[src/rtl/core/tdfs_pkg.sv]
// ----------------------------------------------------------------------------
// tdfs_pkg
// Shared widths, result codes and controller/datapath handshake types for the
// timer prescaler and period search.
// ----------------------------------------------------------------------------
package tdfs_pkg;

    localparam int HZ_W  = 32;
    localparam int PSC_W = 16;
    localparam int PER_W = 16;
    localparam int ST_W  = 2;
    localparam int DIV_W = HZ_W + 2;

    localparam logic [HZ_W-1:0] CLK_RESET = 32'd120000000;

    typedef enum logic [ST_W-1:0] {
        ST_FOUND     = 2'd0,
        ST_ZERO_RATE = 2'd1,
        ST_NO_FACTOR = 2'd2
    } t_status;

    typedef struct packed {
        logic    cap_rate;
        logic    go_count;
        logic    go_trial;
        logic    go_actual;
        logic    save_count;
        logic    clr_p;
        logic    inc_p;
        logic    save_q;
        logic    set_res;
        t_status res_st;
        logic    load_out;
    } t_cmd;

    typedef struct packed {
        logic div_done;
        logic rate_zero;
        logic past_count;
        logic too_big;
        logic exact;
        logic p_last;
    } t_sts;

endpackage

[src/rtl/core/tdfs_cfg_if.sv]
// ----------------------------------------------------------------------------
// tdfs_cfg_if
// Configuration write channel: system clock frequency in hertz.
// ----------------------------------------------------------------------------
interface tdfs_cfg_if;
    import tdfs_pkg::*;

    logic            valid;
    logic            ready;
    logic [HZ_W-1:0] sys_clock_hz;

    modport source (output valid, output sys_clock_hz, input ready);
    modport sink   (input valid, input sys_clock_hz, output ready);
endinterface

[src/rtl/core/tdfs_req_if.sv]
// ----------------------------------------------------------------------------
// tdfs_req_if
// Request channel: one item carries the wanted sample rate in hertz.
// ----------------------------------------------------------------------------
interface tdfs_req_if;
    import tdfs_pkg::*;

    logic            valid;
    logic            ready;
    logic [HZ_W-1:0] desired_hz;

    modport source (output valid, output desired_hz, input ready);
    modport sink   (input valid, input desired_hz, output ready);
endinterface

[src/rtl/core/tdfs_rsp_if.sv]
// ----------------------------------------------------------------------------
// tdfs_rsp_if
// Result channel: status, prescale, period and achieved rate.
// ----------------------------------------------------------------------------
interface tdfs_rsp_if;
    import tdfs_pkg::*;

    logic             valid;
    logic             ready;
    logic [ST_W-1:0]  status;
    logic [PSC_W-1:0] prescale;
    logic [PER_W-1:0] period;
    logic [HZ_W-1:0]  actual_hz;

    modport source (output valid, output status, output prescale, output period,
                    output actual_hz, input ready);
    modport sink   (input valid, input status, input prescale, input period,
                    input actual_hz, output ready);
endinterface

[src/rtl/core/tdfs_div.sv]
// ----------------------------------------------------------------------------
// tdfs_div
// Bit-serial restoring divider, one quotient bit per cycle. Full mode runs
// DIV_W steps; short mode runs SHORT_STEPS steps and requires the quotient to
// fit in SHORT_STEPS bits.
// ----------------------------------------------------------------------------
module tdfs_div #(
    parameter int SHORT_STEPS = 17
) (
    input  logic                      i_clk,
    input  logic                      i_rst_n,
    input  logic                      i_start,
    input  logic                      i_short,
    input  logic [tdfs_pkg::DIV_W-1:0] i_dividend,
    input  logic [tdfs_pkg::DIV_W-1:0] i_divisor,
    output logic                      o_done,
    output logic [tdfs_pkg::DIV_W-1:0] o_quo,
    output logic [tdfs_pkg::DIV_W-1:0] o_rem
);
    import tdfs_pkg::*;

    localparam int CW = $clog2(DIV_W + 1);

    logic             r_busy;
    logic             r_done;
    logic [CW-1:0]    r_cnt;
    logic [DIV_W-1:0] r_rem;
    logic [DIV_W-1:0] r_quo;
    logic [DIV_W-1:0] r_dvs;
    logic [DIV_W-1:0] rem_shift;
    logic             fits;

    always_comb begin
        rem_shift = {r_rem[DIV_W-2:0], r_quo[DIV_W-1]};
        fits      = rem_shift >= r_dvs;
    end

    always_ff @(posedge i_clk) begin
        if (!i_rst_n) begin
            r_busy <= 1'b0;
            r_done <= 1'b0;
            r_cnt  <= '0;
        end else begin
            r_done <= 1'b0;
            if (i_start) begin
                r_busy <= 1'b1;
                r_cnt  <= i_short ? CW'(SHORT_STEPS) : CW'(DIV_W);
            end else if (r_busy) begin
                r_cnt <= r_cnt - CW'(1);
                if (r_cnt == CW'(1)) begin
                    r_busy <= 1'b0;
                    r_done <= 1'b1;
                end
            end
        end
    end

    always_ff @(posedge i_clk) begin
        if (i_start) begin
            r_dvs <= i_divisor;
            if (i_short) begin
                r_rem <= i_dividend >> SHORT_STEPS;
                r_quo <= i_dividend << (DIV_W - SHORT_STEPS);
            end else begin
                r_rem <= '0;
                r_quo <= i_dividend;
            end
        end else if (r_busy) begin
            r_rem <= fits ? (rem_shift - r_dvs) : rem_shift;
            r_quo <= {r_quo[DIV_W-2:0], fits};
        end
    end

    assign o_done = r_done;
    assign o_quo  = r_quo;
    assign o_rem  = r_rem;

endmodule

[src/rtl/core/tdfs_dpath.sv]
// ----------------------------------------------------------------------------
// tdfs_dpath
// Datapath: clock register, rounded count, prescale counter, trial checks,
// shared serial divider, result staging and output registers.
// ----------------------------------------------------------------------------
module tdfs_dpath #(
    parameter int PRESCALE_LIMIT   = 65535,
    parameter int PERIOD_COUNT_MAX = 65536
) (
    input  logic                       i_clk,
    input  logic                       i_rst_n,
    tdfs_cfg_if.sink                   i_cfg,
    input  logic [tdfs_pkg::HZ_W-1:0]  i_desired_hz,
    input  tdfs_pkg::t_cmd             i_cmd,
    output tdfs_pkg::t_sts             o_sts,
    output logic [tdfs_pkg::ST_W-1:0]  o_status,
    output logic [tdfs_pkg::PSC_W-1:0] o_prescale,
    output logic [tdfs_pkg::PER_W-1:0] o_period,
    output logic [tdfs_pkg::HZ_W-1:0]  o_actual_hz
);
    import tdfs_pkg::*;

    localparam int QW    = $clog2(PERIOD_COUNT_MAX + 1);
    localparam int PRD_W = HZ_W + 1;
    localparam int DV_W  = PSC_W + 1;
    localparam logic [PRD_W-1:0] QCAP   = PRD_W'(PERIOD_COUNT_MAX + 1);
    localparam logic [PSC_W-1:0] P_LAST = PSC_W'(PRESCALE_LIMIT - 1);

    logic [HZ_W-1:0]  r_clk;
    logic [HZ_W-1:0]  r_rate;
    logic [HZ_W-1:0]  r_count;
    logic [PSC_W-1:0] r_p;
    logic [QW-1:0]    r_q;
    t_status          r_res_st;
    logic [PSC_W-1:0] r_res_psc;
    logic [PER_W-1:0] r_res_per;
    logic [HZ_W-1:0]  r_res_act;
    t_status          r_o_st;
    logic [PSC_W-1:0] r_o_psc;
    logic [PER_W-1:0] r_o_per;
    logic [HZ_W-1:0]  r_o_act;

    logic [DV_W-1:0]  div_val;
    logic [PRD_W-1:0] lim_prod;
    logic             div_start;
    logic [DIV_W-1:0] div_dividend;
    logic [DIV_W-1:0] div_divisor;
    logic             div_done;
    logic [DIV_W-1:0] div_quo;
    logic [DIV_W-1:0] div_rem;

    assign i_cfg.ready = 1'b1;

    always_ff @(posedge i_clk) begin
        if (!i_rst_n) begin
            r_clk <= CLK_RESET;
        end else if (i_cfg.valid) begin
            r_clk <= i_cfg.sys_clock_hz;
        end
    end

    always_comb begin
        div_val   = {1'b0, r_p} + DV_W'(1);
        lim_prod  = PRD_W'(PRD_W'(div_val) * QCAP);
        div_start = i_cmd.go_count | i_cmd.go_trial | i_cmd.go_actual;
        if (i_cmd.go_count) begin
            div_dividend = DIV_W'({r_clk, 1'b0}) + DIV_W'(r_rate);
            div_divisor  = DIV_W'({r_rate, 1'b0});
        end else if (i_cmd.go_trial) begin
            div_dividend = DIV_W'(r_count);
            div_divisor  = DIV_W'(div_val);
        end else begin
            div_dividend = DIV_W'(r_clk);
            div_divisor  = DIV_W'(r_count);
        end
    end

    tdfs_div #(
        .SHORT_STEPS (QW)
    ) u_div (
        .i_clk      (i_clk),
        .i_rst_n    (i_rst_n),
        .i_start    (div_start),
        .i_short    (i_cmd.go_trial),
        .i_dividend (div_dividend),
        .i_divisor  (div_divisor),
        .o_done     (div_done),
        .o_quo      (div_quo),
        .o_rem      (div_rem)
    );

    always_comb begin
        o_sts.div_done   = div_done;
        o_sts.rate_zero  = r_rate == '0;
        o_sts.past_count = HZ_W'(div_val) > r_count;
        o_sts.too_big    = PRD_W'(r_count) >= lim_prod;
        o_sts.exact      = div_rem == '0;
        o_sts.p_last     = r_p == P_LAST;
    end

    always_ff @(posedge i_clk) begin
        if (i_cmd.cap_rate) begin
            r_rate <= i_desired_hz;
        end
        if (i_cmd.save_count) begin
            r_count <= div_quo[HZ_W-1:0];
        end
        if (i_cmd.clr_p) begin
            r_p <= '0;
        end else if (i_cmd.inc_p) begin
            r_p <= r_p + PSC_W'(1);
        end
        if (i_cmd.save_q) begin
            r_q <= div_quo[QW-1:0];
        end
        if (i_cmd.set_res) begin
            r_res_st <= i_cmd.res_st;
            if (i_cmd.res_st == ST_FOUND) begin
                r_res_psc <= r_p;
                r_res_per <= PER_W'(r_q - QW'(1));
                r_res_act <= div_quo[HZ_W-1:0];
            end else begin
                r_res_psc <= '0;
                r_res_per <= '0;
                r_res_act <= '0;
            end
        end
        if (i_cmd.load_out) begin
            r_o_st  <= r_res_st;
            r_o_psc <= r_res_psc;
            r_o_per <= r_res_per;
            r_o_act <= r_res_act;
        end
    end

    assign o_status    = r_o_st;
    assign o_prescale  = r_o_psc;
    assign o_period    = r_o_per;
    assign o_actual_hz = r_o_act;

endmodule

[src/rtl/core/tdfs_ctrl.sv]
// ----------------------------------------------------------------------------
// tdfs_ctrl
// Controller: sequences the count division, the prescale search and the
// achieved-rate division, and owns the request/result handshakes.
// ----------------------------------------------------------------------------
module tdfs_ctrl (
    input  logic           i_clk,
    input  logic           i_rst_n,
    input  logic           i_req_valid,
    output logic           o_req_ready,
    output logic           o_rsp_valid,
    input  logic           i_rsp_ready,
    input  tdfs_pkg::t_sts i_sts,
    output tdfs_pkg::t_cmd o_cmd
);
    import tdfs_pkg::*;

    typedef enum logic [2:0] {
        S_IDLE,
        S_ZCHK,
        S_COUNT,
        S_CHECK,
        S_TRIAL,
        S_ACTUAL,
        S_FIN
    } t_state;

    t_state r_state;
    t_state n_state;
    logic   r_out_valid;
    logic   n_out_valid;

    always_comb begin
        n_state     = r_state;
        o_cmd       = '0;
        o_cmd.res_st = ST_NO_FACTOR;
        o_req_ready = r_state == S_IDLE;
        n_out_valid = r_out_valid && !i_rsp_ready;
        case (r_state)
            S_IDLE: begin
                if (i_req_valid) begin
                    o_cmd.cap_rate = 1'b1;
                    n_state        = S_ZCHK;
                end
            end
            S_ZCHK: begin
                if (i_sts.rate_zero) begin
                    o_cmd.set_res = 1'b1;
                    o_cmd.res_st  = ST_ZERO_RATE;
                    n_state       = S_FIN;
                end else begin
                    o_cmd.go_count = 1'b1;
                    n_state        = S_COUNT;
                end
            end
            S_COUNT: begin
                if (i_sts.div_done) begin
                    o_cmd.save_count = 1'b1;
                    o_cmd.clr_p      = 1'b1;
                    n_state          = S_CHECK;
                end
            end
            S_CHECK: begin
                if (i_sts.past_count) begin
                    o_cmd.set_res = 1'b1;
                    n_state       = S_FIN;
                end else if (i_sts.too_big) begin
                    if (i_sts.p_last) begin
                        o_cmd.set_res = 1'b1;
                        n_state       = S_FIN;
                    end else begin
                        o_cmd.inc_p = 1'b1;
                    end
                end else begin
                    o_cmd.go_trial = 1'b1;
                    n_state        = S_TRIAL;
                end
            end
            S_TRIAL: begin
                if (i_sts.div_done) begin
                    if (i_sts.exact) begin
                        o_cmd.save_q    = 1'b1;
                        o_cmd.go_actual = 1'b1;
                        n_state         = S_ACTUAL;
                    end else if (i_sts.p_last) begin
                        o_cmd.set_res = 1'b1;
                        n_state       = S_FIN;
                    end else begin
                        o_cmd.inc_p = 1'b1;
                        n_state     = S_CHECK;
                    end
                end
            end
            S_ACTUAL: begin
                if (i_sts.div_done) begin
                    o_cmd.set_res = 1'b1;
                    o_cmd.res_st  = ST_FOUND;
                    n_state       = S_FIN;
                end
            end
            S_FIN: begin
                if (!r_out_valid || i_rsp_ready) begin
                    o_cmd.load_out = 1'b1;
                    n_out_valid    = 1'b1;
                    n_state        = S_IDLE;
                end
            end
            default: begin
                n_state = S_IDLE;
            end
        endcase
    end

    always_ff @(posedge i_clk) begin
        if (!i_rst_n) begin
            r_state     <= S_IDLE;
            r_out_valid <= 1'b0;
        end else begin
            r_state     <= n_state;
            r_out_valid <= n_out_valid;
        end
    end

    assign o_rsp_valid = r_out_valid;

endmodule

[src/rtl/core/timer_divider_factor_search.sv]
// ----------------------------------------------------------------------------
// timer_divider_factor_search
// Finds a prescale and period whose factors (each field plus one) give the
// rounded clock count for a requested sample rate; reports the achieved rate.
// ----------------------------------------------------------------------------
// One request is processed at a time; a finished result waits in the output
// register while the next request is taken. All divisions run on one shared
// bit-serial divider (one quotient bit per cycle). A zero rate is answered
// without any division. Otherwise the rounded count is divided out first,
// then each prescale is tried in turn: one whose period would overflow is
// skipped without a division, any other gets a short trial division; a
// match adds a full division for the achieved rate. The worst case is a
// search over all 65535 prescale values.
module timer_divider_factor_search #(
    parameter int PRESCALE_LIMIT   = 65535,
    parameter int PERIOD_COUNT_MAX = 65536
) (
    input  logic       i_clk,
    input  logic       i_rst_n,
    tdfs_cfg_if.sink   i_cfg,
    tdfs_req_if.sink   i_req,
    tdfs_rsp_if.source o_rsp
);
    import tdfs_pkg::*;

    t_cmd cmd;
    t_sts sts;

    tdfs_ctrl u_ctrl (
        .i_clk       (i_clk),
        .i_rst_n     (i_rst_n),
        .i_req_valid (i_req.valid),
        .o_req_ready (i_req.ready),
        .o_rsp_valid (o_rsp.valid),
        .i_rsp_ready (o_rsp.ready),
        .i_sts       (sts),
        .o_cmd       (cmd)
    );

    tdfs_dpath #(
        .PRESCALE_LIMIT   (PRESCALE_LIMIT),
        .PERIOD_COUNT_MAX (PERIOD_COUNT_MAX)
    ) u_dpath (
        .i_clk        (i_clk),
        .i_rst_n      (i_rst_n),
        .i_cfg        (i_cfg),
        .i_desired_hz (i_req.desired_hz),
        .i_cmd        (cmd),
        .o_sts        (sts),
        .o_status     (o_rsp.status),
        .o_prescale   (o_rsp.prescale),
        .o_period     (o_rsp.period),
        .o_actual_hz  (o_rsp.actual_hz)
    );

endmodule

[src/flat_wrapper.sv]
// flat-port wrapper written by rule: the top's interface ports become plain ports
module timer_divider_factor_search_flat import tdfs_pkg::*;
#(
    parameter int PRESCALE_LIMIT   = 65535,
    parameter int PERIOD_COUNT_MAX = 65536
)
  (i_clk, i_rst_n, i_cfg_valid, i_cfg_sys_clock_hz, i_cfg_ready, i_req_valid, i_req_desired_hz, i_req_ready, o_rsp_valid, o_rsp_status, o_rsp_prescale, o_rsp_period, o_rsp_actual_hz, o_rsp_ready);
  tdfs_cfg_if i_cfg_i ();
  tdfs_req_if i_req_i ();
  tdfs_rsp_if o_rsp_i ();
  input  logic i_clk;
  input  logic i_rst_n;
  input wire logic [$bits(i_cfg_i.valid)-1:0] i_cfg_valid;
  input wire logic [$bits(i_cfg_i.sys_clock_hz)-1:0] i_cfg_sys_clock_hz;
  output wire logic [$bits(i_cfg_i.ready)-1:0] i_cfg_ready;
  input wire logic [$bits(i_req_i.valid)-1:0] i_req_valid;
  input wire logic [$bits(i_req_i.desired_hz)-1:0] i_req_desired_hz;
  output wire logic [$bits(i_req_i.ready)-1:0] i_req_ready;
  output wire logic [$bits(o_rsp_i.valid)-1:0] o_rsp_valid;
  output wire logic [$bits(o_rsp_i.status)-1:0] o_rsp_status;
  output wire logic [$bits(o_rsp_i.prescale)-1:0] o_rsp_prescale;
  output wire logic [$bits(o_rsp_i.period)-1:0] o_rsp_period;
  output wire logic [$bits(o_rsp_i.actual_hz)-1:0] o_rsp_actual_hz;
  input wire logic [$bits(o_rsp_i.ready)-1:0] o_rsp_ready;
  assign i_cfg_i.valid = i_cfg_valid;
  assign i_cfg_i.sys_clock_hz = i_cfg_sys_clock_hz;
  assign i_cfg_ready = i_cfg_i.ready;
  assign i_req_i.valid = i_req_valid;
  assign i_req_i.desired_hz = i_req_desired_hz;
  assign i_req_ready = i_req_i.ready;
  assign o_rsp_valid = o_rsp_i.valid;
  assign o_rsp_status = o_rsp_i.status;
  assign o_rsp_prescale = o_rsp_i.prescale;
  assign o_rsp_period = o_rsp_i.period;
  assign o_rsp_actual_hz = o_rsp_i.actual_hz;
  assign o_rsp_i.ready = o_rsp_ready;
  timer_divider_factor_search #(.PRESCALE_LIMIT(PRESCALE_LIMIT), .PERIOD_COUNT_MAX(PERIOD_COUNT_MAX)) u_core (.i_clk(i_clk), .i_rst_n(i_rst_n), .i_cfg(i_cfg_i), .i_req(i_req_i), .o_rsp(o_rsp_i));
endmodule
[config.mk]
export PLATFORM = sky130hd
export DESIGN_NAME = timer_divider_factor_search_flat
export DESIGN_NICKNAME = d
export VERILOG_FILES = /design/src/rtl/core/tdfs_pkg.sv /design/src/rtl/core/tdfs_cfg_if.sv /design/src/rtl/core/tdfs_req_if.sv /design/src/rtl/core/tdfs_rsp_if.sv /design/src/rtl/core/tdfs_div.sv /design/src/rtl/core/tdfs_dpath.sv /design/src/rtl/core/tdfs_ctrl.sv /design/src/rtl/core/timer_divider_factor_search.sv /design/src/flat_wrapper.sv
export SDC_FILE = /design/constraint.sdc
export NUM_CORES = 1
export LEC_CHECK = 0
export ABC_AREA = 1
export BUFFER_PORTS_ARGS = -buffer_cell sky130_fd_sc_hd__clkbuf_2
export CAP_MARGIN = 20
export CORE_UTILIZATION = 61
export CTS_CLUSTER_SIZE = 24
export DETAILED_ROUTE_END_ITERATION = 8
export GPL_TIMING_DRIVEN = 1
export PLACE_DENSITY = 0.8
export RECOVER_POWER = 25
export SLEW_MARGIN = 5
export SYNTH_ARGS = -nofsm -noshare
export SYNTH_HDL_FRONTEND = slang
export SYNTH_SLANG_ARGS = --single-unit
[constraint.sdc]
create_clock -name i_clk -period 6.9 [get_ports i_clk]
set_input_delay 1.035 -clock i_clk [delete_from_list [all_inputs] [get_ports i_clk]]
set_output_delay 1.035 -clock i_clk [all_outputs]
set_load 0.005 [all_outputs]
Yosys cells after proc, flatten, opt, wreduce, memory -nomap -nowiden

Cells that the tools add are included.
Widths: inputs -> output; s select.

Register bits: 374
Bits of input ports: 69
Output and inout bits: 69
Logic and storage cells: 122

Add/subtract/negate cells: 6
Multipliers: 1
Magnitude comparators: 3
Equality and inequality tests: 14
Muxes and demuxes: 61
Bitwise operators: 4
Reduce and logical (&&, ||, !) cells: 11

Operators with widths:

| kind                   | count |
|---|---|
| $mux 34                | 7 |
| $mux 32                | 2 |
| $mux 3                 | 14 |
| $add 33x32->34         | 1 |
| $ge 34x34->1           | 1 |
| $logic_not 34->1       | 1 |
| $sub 34x34->34         | 1 |
| $ge 32x33->1           | 1 |
| $mul 17x17->33 const B | 1 |
| $mux 33                | 1 |
| $gt 17x32->1           | 1 |
| $logic_not 32->1       | 1 |
| $mux 1                 | 27 |
| $pmux 3 s7             | 1 |
| $mux 6                 | 3 |
| $add 16x1->17 const B  | 1 |
| $mux 17                | 1 |
| $add 16x1->16 const B  | 1 |
| $eq 16x16->1 const B   | 1 |
| $sub 16x1->16 const B  | 1 |
| $ne 2x2->1 const B     | 5 |
| $eq 3x3->1 const B     | 3 |
| $eq 3x2->1 const B     | 2 |
| $eq 6x1->1 const B     | 1 |
| 17 further kinds       | 21 |

Depth between registers and ports, before layout

Depth in word-level cells: 10
Depth in mapped cells: 32
Depth with buffers taken out: 31

Modules after synthesis

From an unflattened synthesis, not the netlist that was laid out.

Cells, all modules: 2470
Area total of the unflattened synthesis: 21524.4 µm²

Modules (own cells, without submodules):

| module     | instances | cells each | area an instance (µm²) |
|---|---|---|---|
| tdfs_dpath | 1         | 1407       | 13504.2 |
| tdfs_div   | 1         | 988        | 7591.0 |
| tdfs_ctrl  | 1         | 75         | 429.2 |

Least setup slack after synthesis

OpenSTA, ideal clock, no wires.

Kind: reg-to-reg
Start: register u_core.u_dpath.r_p[0]
End: register u_core.u_dpath.r_res_act[0] (enable)
Setup time: 0.871 ns
Data arrival time: 5.356 ns
Path slack: 0.673 ns
Stages on the path, launching flop included: 29
Buffers on the path: 1
Period minus slack after synthesis: 6.227 ns
Cells stage by stage: dfxtp_1 ha_1 nand2_4 nor2_4 inv_1 nor2_1 ha_1 ha_1 ha_1 nand4_1 nor2_1 nand3_1 nor2_1 nand4_1 nor3_1 xor2_1 inv_1 ha_1 nand3_1 inv_1 nand3_1 nor2_1 a21oi_1 nand2_1 nand2_4 buf_2 o21ai_0 a21oi_1 nand3_1

RTL lines:

| element                | RTL line          | text |
|---|---|---|
| from (decl)            | tdfs_dpath.sv:32  | `logic [PSC_W-1:0] r_p;` |
| from (signal assigned) | tdfs_dpath.sv:111 | `r_p <= r_p + PSC_W'(1);` |
| to (signal assigned)   | tdfs_dpath.sv:121 | `r_res_act <= div_quo[HZ_W-1:0];` |
| to (decl)              | tdfs_dpath.sv:37  | `logic [HZ_W-1:0] r_res_act;` |

Final worst setup path

Start: register u_core.u_dpath.r_p[10]
End: register u_core.u_dpath.u_div.r_quo[18], in the netlist u_core.u_dpath.u_div.o_quo[18] (data pin)

Cells in the longest elaborated chain, start to end: 10
Elaborated cells between the ends (all ways): 13

RTL lines:

| element              | RTL line         | text |
|---|---|---|
| $add 16x1->17 (*)    | tdfs_dpath.sv:63 | `div_val = {1'b0, r_p} + DV_W'(1);` |
| $mul 17x17->33       | tdfs_dpath.sv:64 | `lim_prod = PRD_W'(PRD_W'(div_val) * QCAP);` |
| $ge 32x33->1         | tdfs_dpath.sv:96 | `o_sts.too_big = PRD_W'(r_count) >= lim_prod;` |
| $mux 1               | tdfs_ctrl.sv:67  | `end else if (i_sts.too_big) begin` |
| $mux 1 (*)           | tdfs_ctrl.sv:64  | `if (i_sts.past_count) begin` |
| $mux 1 (*)           | tdfs_ctrl.sv:39  | `case (r_state)` |
| $mux 32              | tdfs_dpath.sv:69 | `end else if (i_cmd.go_trial) begin` |
| $mux 34              | tdfs_dpath.sv:66 | `if (i_cmd.go_count) begin` |
| $mux 34              | tdfs_div.sv:61   | `if (i_short) begin` |
| $mux 34 (*)          | tdfs_div.sv:59   | `if (i_start) begin` |
| to (signal assigned) | tdfs_div.sv:63   | `r_quo <= i_dividend << (DIV_W - SHORT_STEPS);` |
| to (signal assigned) | tdfs_div.sv:66   | `r_quo <= i_dividend;` |
| to (signal assigned) | tdfs_div.sv:70   | `r_quo <= {r_quo[DIV_W-2:0], fits};` |
| to (decl)            | tdfs_div.sv:28   | `logic [DIV_W-1:0] r_quo;` |

Mark *: on every way between the ends. The rest lies on a longest branch, timed or not.
A chain may end at the register's enable or synchronous reset.

==> summary.md <==
| Metric | Value |
|---|---|
| Post-DP HPWL | `45.60 mm` |
| Setup CP Type | `flop to flop` |
| Post-CTS sizing | `0` |
| Initial Util | `0.6257` |
| Final ANT Viol Nets | `0` |
| Fmax | `172.2 MHz` |
| Total power | `10.66 mW` |
| Via count | `17354` |
| Most frequent cells in the layout | `nand2_1, edfxtp_1, inv_1` |
| Post-CTS setup repair buffer count | `0` |
| RSZ-0062 raised after global routing | `no` |
| IO Count | `138` |
| Worst Path Arrival | `6.23 ns` |
| CP Launch Type | `flop` |
| CTS buffer count | `39` |
| Post-Synthesis Cells | `2324` |
| Post-cts hold buffer count | `0` |
| Clock Path Buffers | `3` |
| Register bit total from synthesis | `373` |
| Drt total wl | `60.47 mm` |
| Die width | `185.6 µm` |
| Final net count | `2648` |
| Syn-to-layout area delta | `11.47%` |
| Initial antenna violation count | `1` |
| First drt pass iteration count | `9` |
| Die Y | `185.6 µm` |
| Outcome | `finished with violations` |
| Core area | `32870 µm²` |
| Critical path fanouts, max | `43` |
| Worst path max stage delay | `0.66 ns` |
| Final setup vio count | `0` |
| Ant diodes | `0` |
| Fraction of registers with async set/reset | `0` |
| Gr usage total | `0.3562` |
| Final Hold Viols | `0` |
| Worst-skew pair later-pin latency | `0.55 ns` |
| Share of layout cells above drive strength 1 | `0.09895` |
| Main flop type after synthesis | `edfxtp_1` |
| Cell Rows | `66` |
| Most common cell after layout, fill and taps aside | `nand2_1` |
| Slowest cell on crit path | `inv_2` |
| Die ar. | `34450 µm²` |
| Max VDD drop | `0.2778 mV` |
| Min-delay worst type | `flop to flop` |
| Clk_skew | `0.01463 ns` |
| Relative slew slack | `-0.3406` |
| Seq/Total Area, Yosys | `0.5154` |
| Yosys synthesis warning count | `0` |
| CTS clk-pin slew, worst paths | `0.06 ns` |
| Syn Nets | `2517` |
| CTS Sinks | `373` |
| Max Cap Viol | `1` |
| CTS root buffer | `clkbuf_16` |
| Max Transition Viols Final | `34` |
| Pre-CTS setup slack | `1.247 ns` |
| Power Dens Cells | `464.8 nW/µm²` |
| Crit path time final | `5.806 ns` |
| Via-per-instance ratio | `5.927` |
| DRT iter0 DRCs | `1894` |
| Post-synth EDFFs | `313` |
| Violated checks | `max-capacitance violations, max-slew violations` |
| Post-synth cell types | `51` |
| Mapped Area | `20570 µm²` |
| Grt ovf | `0` |
| Reg area | `10600 µm²` |
| Post-route cell area | `22930 µm²` |
| I/O Buffers | `136` |
| Dpl cell area | `21660 µm²` |
| Leakage power | `10.14 nW` |
| Fillers | `2599` |
| Vias in the first global route | `16403` |
| Post-route worst setup slack | `1.094 ns` |
| Slew of the pin with the lowest slew margin | `2.011 ns` |
| Avg Inst Size Synth | `8.849 µm²` |
| Setup TNS Final | `0 ns` |
| Largest net degree at the start of global routing | `67` |
| Final period utilization | `0.8415` |
| CP most frequent cell | `nand3_1` |
| Multi-input combinational cell area | `8519 µm²` |
| CTS tree | `done` |
| Drt drc | `0` |
| Wire per inst | `20.65 µm` |
| Htree depth | `2` |
| Worst Path Required | `7.32 ns` |
| CP Capture Type | `flop` |
| GP Congestion | `1.038` |
| First-pass GRT wire length | `92.28 mm` |
[synthesized netlist by cell type, types with 3 or more instances]
library cell / n / share of area
nand2_1: 456 / 0.083
edfxtp_1: 313 / 0.46
inv_1: 307 / 0.056
nor2_1: 272 / 0.050
a21oi_1: 188 / 0.046
o21ai_0: 156 / 0.038
nand3_1: 129 / 0.031
ha_1: 122 / 0.074
dfxtp_1: 60 / 0.058
nand4_1: 42 / 0.013
xor2_1: 32 / 0.014
clkbuf_1: 29 / 0.0053
nor3_1: 26 / 0.0063
buf_2: 19 / 0.0046
nor4_1: 19 / 0.0058
o211ai_1: 19 / 0.0069
xnor2_1: 19 / 0.0081
a21o_1: 12 / 0.0044
or2_2: 12 / 0.0037
a31oi_1: 8 / 0.0024
buf_4: 7 / 0.0026
o21ai_1: 7 / 0.0017
buf_1: 6 / 0.0011
a21boi_0: 5 / 0.0018
inv_2: 5 / 0.00091
o21a_1: 5 / 0.0018
o21bai_1: 5 / 0.0018
buf_6: 4 / 0.0022
o221ai_1: 4 / 0.0017
a211oi_1: 3 / 0.0011
o22ai_1: 3 / 0.00091
o31ai_1: 3 / 0.0011
[report_power, final]
| part | internal (mW) | switching [mW] |
|---|---|---|
| Combinational | 1.55 | 3.32 |
| Clock | 1.21 | 0.897 |
| Sequential | 3.24 | 0.443 |
| Total | 5.99 | 4.66 |
[final cells by class]
class | instances | area share
multi-input cells | 1574 | 0.3716
repair buffers | 155 | 0.03547
well taps | 442 | 0.02412
clock inverters | 26 | 0.01162
inverters | 312 | 0.05108
clock buffers | 46 | 0.04372
flip-flops and latches | 373 | 0.4624
[kinds of logic after synthesis]
group / count (synthesis) / synth area share
XOR/XNOR: 52 / 0.02251
AND/OR/NAND/NOR: 976 / 0.2023
other: 1 / 0.0001823
adder cells (fa/ha/maj): 124 / 0.07617
buffers and inverters: 377 / 0.07270
AO/OA/AOI/OAI: 421 / 0.1107
flip-flops: 373 / 0.5154
[flip-flops by register name, summed over array words and instances (netlist names), 16 cells and up]
register,flops
u_core.u_dpath.r_rate,32
u_core.u_dpath.r_p,16
u_core.u_dpath.r_clk,32
u_core.u_dpath.r_count,32
u_core.u_dpath.u_div.o_rem,34
u_core.u_dpath.o_prescale,16
u_core.u_dpath.u_div.r_dvs,33
u_core.u_dpath.r_res_per,16
u_core.u_dpath.u_div.o_quo,34
u_core.u_dpath.o_period,16
u_core.u_dpath.r_res_psc,16
u_core.u_dpath.r_res_act,32
u_core.u_dpath.o_actual_hz,32
u_core.u_dpath.r_q,16
[path summary, 6_finish.rpt]
kind | end | slack, ns | cells past startpoint | from
worst min-delay path | u_core.u_dpath.o_actual_hz[18] | 0.42 | 0 | u_core.u_dpath.r_res_act[18]
worst max register to register | u_core.u_dpath.u_div.o_quo[18] | 1.09 | 29 | u_core.u_dpath.r_p[10]
worst max-delay path | u_core.u_dpath.u_div.o_quo[18] | 1.09 | 29 | u_core.u_dpath.r_p[10]
worst min register to register | u_core.u_dpath.o_actual_hz[18] | 0.42 | 0 | u_core.u_dpath.r_res_act[18]
[critical path: cells and delay by family, from the launching register on]
kind | cells | cell delay [ns]
AOI/OAI and AO/OA | 1 | 0.14
DFF | 1 | 0.41
and+or+nand+nor | 19 | 3.14
xor gates and xnor gates | 1 | 0.17
adders and majority gates | 4 | 0.91
buffers and inverters | 4 | 0.87
[stage by stage]
step           hold slack (ns)  std cells  utilization
6_report                0.4173       2928       0.6975
5_1_grt                 0.4228       2928       0.6975
4_1_cts                 0.4184       2927       0.6976
3_5_place_dp            0.4045       2855       0.6590
3_3_place_gp            0.4005       2855       0.6590
2_1_floorplan           0.4003       2324            -
[layer usage]
layer,track usage,vias up,share of wire,wire length [µm]
met1,0.4968,8067,0.42,25180
li1,-,8140,-,-
met5,0,-,0,0
met3,0.07239,177,0.10,6231
met4,0.1479,0,0.043,2626
met2,0.5426,970,0.44,26430
No activity file was read; power rests on OpenSTA's default activity.
